===== config.mk =====
export PLATFORM = sky130hd
export DESIGN_NAME = sgre_row_divider
export DESIGN_NICKNAME = d
export VERILOG_FILES = /design/src/rtl/scaled_glyph_row_expander_macros.svh /design/src/rtl/sgre_pkg.sv /design/src/rtl/sgre_row_divider.sv
export SDC_FILE = /design/constraint.sdc
export NUM_CORES = 1
export LEC_CHECK = 0
export BUFFER_PORTS_ARGS = -buffer_cell sky130_fd_sc_hd__buf_2
export CAP_MARGIN = 20
export CORE_UTILIZATION = 30
export CTS_BUF_LIST = sky130_fd_sc_hd__clkbuf_16
export DETAILED_ROUTE_END_ITERATION = 8
export HOLD_SLACK_MARGIN = 0.06
export SLEW_MARGIN = 10
export SYNTH_ARGS = -nofsm -noshare
export SYNTH_HDL_FRONTEND = slang
export SYNTH_SLANG_ARGS = --single-unit

===== constraint.sdc =====
create_clock -name clock -period 3.95 [get_ports clock]
set_input_delay 0.1975 -clock clock [delete_from_list [all_inputs] [get_ports clock]]
set_output_delay 0.1975 -clock clock [all_outputs]
set_load 0.01 [all_outputs]

===== src/rtl/scaled_glyph_row_expander_macros.svh =====
// ----------------------------------------------------------------------------
// Assertion macros for the scaled glyph row expander
// Concurrent assertion wrappers that can be compiled out as a group.
// ----------------------------------------------------------------------------
`ifndef SCALED_GLYPH_ROW_EXPANDER_MACROS_SVH
`define SCALED_GLYPH_ROW_EXPANDER_MACROS_SVH

`ifndef NO_ASSERTIONS

// The consequent must hold in the same cycle as the antecedent.
`define SGRE_ASSERT_SAME(label, clk, rst, ante, cons) \
   label: assert property (@(posedge clk) disable iff (rst) (ante) |-> (cons)) \
      else $error("assertion failed");

// The consequent must hold in the cycle after the antecedent.
`define SGRE_ASSERT_NEXT(label, clk, rst, ante, cons) \
   label: assert property (@(posedge clk) disable iff (rst) (ante) |=> (cons)) \
      else $error("assertion failed");

`else

`define SGRE_ASSERT_SAME(label, clk, rst, ante, cons)
`define SGRE_ASSERT_NEXT(label, clk, rst, ante, cons)

`endif

`endif


===== src/rtl/sgre_pkg.sv =====
// ----------------------------------------------------------------------------
// Scaled glyph row expander package
// Shared widths, codes, types and the color byte swap.
// ----------------------------------------------------------------------------
`timescale 1ns / 1ps
`default_nettype none

package sgre_pkg;

   localparam int SROW_W      = 7;
   localparam int SCALE_W     = 4;
   localparam int COLOR_W     = 32;
   localparam int ADDR_FULL_W = 12;
   localparam int CSR_INDEX_W = 2;

   localparam logic OP_LOAD   = 1'b0;
   localparam logic OP_RENDER = 1'b1;

   localparam logic [CSR_INDEX_W-1:0] CSR_SCALE_FACTOR    = 2'd0;
   localparam logic [CSR_INDEX_W-1:0] CSR_BACKGROUND_RGBA = 2'd1;
   localparam logic [CSR_INDEX_W-1:0] CSR_FOREGROUND_RGBA = 2'd2;

   localparam logic [SCALE_W-1:0] SCALE_MIN = 4'd1;
   localparam logic [SCALE_W-1:0] SCALE_MAX = 4'd8;

   typedef struct packed {
      logic              done;
      logic [SROW_W-1:0] quotient;
   } sgre_div_result_type;

   function automatic logic [COLOR_W-1:0] swap_bytes(input logic [COLOR_W-1:0] value);
      swap_bytes = {value[7:0], value[15:8], value[23:16], value[31:24]};
   endfunction

endpackage

`default_nettype wire


===== src/rtl/sgre_row_divider.sv =====
// ----------------------------------------------------------------------------
// Row divider
// Finds the unscaled font row by repeated subtraction, one step per cycle.
// ----------------------------------------------------------------------------
`timescale 1ns / 1ps
`default_nettype none

module sgre_row_divider
   import sgre_pkg::*;
(
   input  wire logic                clock,
   input  wire logic                reset,
   input  wire logic                start,
   input  wire logic [SROW_W-1:0]   dividend,
   input  wire logic [SCALE_W-1:0]  divisor,
   output sgre_div_result_type      result
);

   logic                busy_ff, busy_in;
   logic [SROW_W-1:0]   rem_ff, rem_in;
   logic [SROW_W-1:0]   quo_ff, quo_in;
   logic [SCALE_W-1:0]  div_ff, div_in;
   logic                fits;

   assign fits = rem_ff >= SROW_W'(div_ff);

   always_comb begin
      busy_in = busy_ff;
      rem_in  = rem_ff;
      quo_in  = quo_ff;
      div_in  = div_ff;
      if (start) begin
         busy_in = 1'b1;
         rem_in  = dividend;
         quo_in  = '0;
         div_in  = divisor;
      end else if (busy_ff) begin
         if (fits) begin
            rem_in = rem_ff - SROW_W'(div_ff);
            quo_in = quo_ff + SROW_W'(1);
         end else begin
            busy_in = 1'b0;
         end
      end
   end

   always_ff @(posedge clock) begin
      if (reset) begin
         busy_ff <= 1'b0;
      end else begin
         busy_ff <= busy_in;
      end
      rem_ff <= rem_in;
      quo_ff <= quo_in;
      div_ff <= div_in;
   end

   assign result.done     = busy_ff && !fits;
   assign result.quotient = quo_ff;

endmodule

`default_nettype wire


==> reports/qor.yml <==
rsz0062_at_grt: "no"
routed_wl_um: 2160
power_density_nw_per_um2: 442
netlist_instances: 104
status: "finished clean"
ios: 22
endpoint_kind: "output pin"
h-tree-depth: 1
grt_antenna_before_repair: 0
synth_area_per_cell_um2: 10.6
worstSetupPathType: "reg2out"
synth_ff_type: "edfxtp_1"
cp-start-kind: "flip-flop"
die_h_um: 62.5
viasPerCell: 4.85
slew_headroom_pct: 68.4
grt_pass1_wl_um: 3860
drt.antenna.violating_nets: 0
fin_area_um2: 1330
fillers: 369
finalHoldViolCount: 0
grt_overflow: 0
leakage_nw: 0.608
cts_resized: 0
drt_pass1_iterations: 4
place_congestion: 0.774
tightest_slew_ns: 0.474
clk_path_buf_depth: 2
n_antenna_cell: 0
critical_path_peak_fanout: 10
hp-class: "in2reg"
synth-seq-cells: 19
yosysWarnings: 0
placed_cells: 169
netlist-cell-type-count: 35
cts_tree: "done"
synth.yosys.seq_area_share_pct: 44.6
cts_buffers: 3
drc: 0
fin_setup_tns_ns: 0
grt_max_degree: 31
grt_pass1_vias: 874
syn_to_final_growth_pct: 20.6
nets: 148
dpl_cell_area_um2: 1250
drive_above_1_share_pct: 29.1
final_common_cell: "buf_2"
post_cts_buffers: 0
start_util_pct: 32.2
period_share_pct: 54.6
fin_crit_ns: 2.16
io_buffers: 21
via_count: 839
holdWs_ns: 0.121
cts.reportedPaths.clkPinSlew_ns: 0.05
clk-insertion-delay-late_ns: 0.25
rows: 21
cts_hold_buf: 0
drv_cap: 0
skew_ns: 0.00154
multi_input_area_um2: 568
syn-num-nets: 124
die_x_um: 62.5
seq_area_um2: 490
instances_no_fill: 173
finalPower_mw: 0.586
vdd_drop_max_mv: 0.191
cp.required_ns: 3.75
first_iter_violations: 53
synthArstFlopShare_pct: 0
final_cell_mix: "buf_2, edfxtp_1, nand2_1"
setup_viol: 0
arrival_ns: 1.96
place_hpwl_um: 1610
routedWlPerCell_um: 12.5
grt_use_total_pct: 12.5
cts_root_buf: "clkbuf_16"
slew_viol_final: 0
synth_edf_count: 11
netlist_area_um2: 1100
clkSinkCount: 19
max_freq_ghz: 0.464
coreArea_um2: 3420
dieArea_um2: 3910
-- sequential cells by signal (all words and copies together), names as in the netlist --
register / cells
busy_ff: 1
rem_ff: 7
quo_ff: 7
div_ff: 4
-- worst max-delay path, cell delays in order, from the launching register on --
cell,delay [ns]
edfxtp_1,0.41
inv_1,0.08
ha_1,0.23
and2b_2,0.23
o31ai_4,0.38
and3_2,0.26
buf_2,0.13
-- area by class of cell --
cell class	count	area share (%)
multi-input cells	76	42.8
repair buffers	21	7.92
clock inverters	1	0.283
well taps	46	4.34
flip-flops and latches	19	37.0
clock buffers	3	5.66
inverters	7	1.98
-- logic make-up after synthesis --
group,Yosys count,synth area share (%)
flops,19,44.6
mux,7,7.39
simple gates,44,23.8
buf+inv,9,3.75
compound gates,18,12.2
xor+xnor,1,0.797
fa+ha+maj,6,7.51
-- Yosys cell counts, types with 2 or more instances --
master / n / area (µm²)
nor2b_1: 2 / 12.5
o21a_1: 3 / 22.5
a21oi_1: 6 / 30.0
o21ai_0: 3 / 15.0
o211ai_1: 2 / 15.0
inv_1: 7 / 26.3
and2b_1: 2 / 15.0
nand4_1: 4 / 25.0
ha_1: 5 / 62.6
and4_1: 2 / 17.5
nand3_1: 4 / 20.0
nor2_1: 8 / 30.0
and2b_2: 4 / 35.0
mux2_1: 5 / 56.3
dfxtp_1: 8 / 160
nand2_1: 10 / 37.5
edfxtp_1: 11 / 330
-- stage by stage --
stage          util, %  setup slack, ns
2_1_floorplan        -             1.98
3_3_place_gp      36.5             1.86
3_5_place_dp      36.5             1.80
4_1_cts           38.8             1.79
5_1_grt           38.8             1.68
6_report          38.8             1.79
-- worst paths after layout --
kind | from | cells past startpoint | to | slack (ns)
min | divisor[0] | 1 | div_ff[0]$_DFFE_PP_ | 0.12
max | div_ff[1]$_DFFE_PP_ | 6 | result[7] | 1.79
max reg2reg | div_ff[1]$_DFFE_PP_ | 6 | rem_ff[0]$_DFFE_PP_ | 1.81
min reg2reg | quo_ff[1]$_SDFFE_PP0P_ | 2 | quo_ff[1]$_SDFFE_PP0P_ | 0.52
-- power breakdown --
group          internal, mW  switching, mW
logic                0.0579         0.0714
registers             0.236         0.0143
clock network         0.135         0.0720
-- per-layer routing --
layer,share of wire [%],GRT usage (%),up-vias
li1,-,-,426
met1,50,16.6,390
met2,45,19.0,21
met3,4.7,4.38,2
met4,0.60,3.49,0
met5,0,0,-
(Power assumes the default switching activity.)
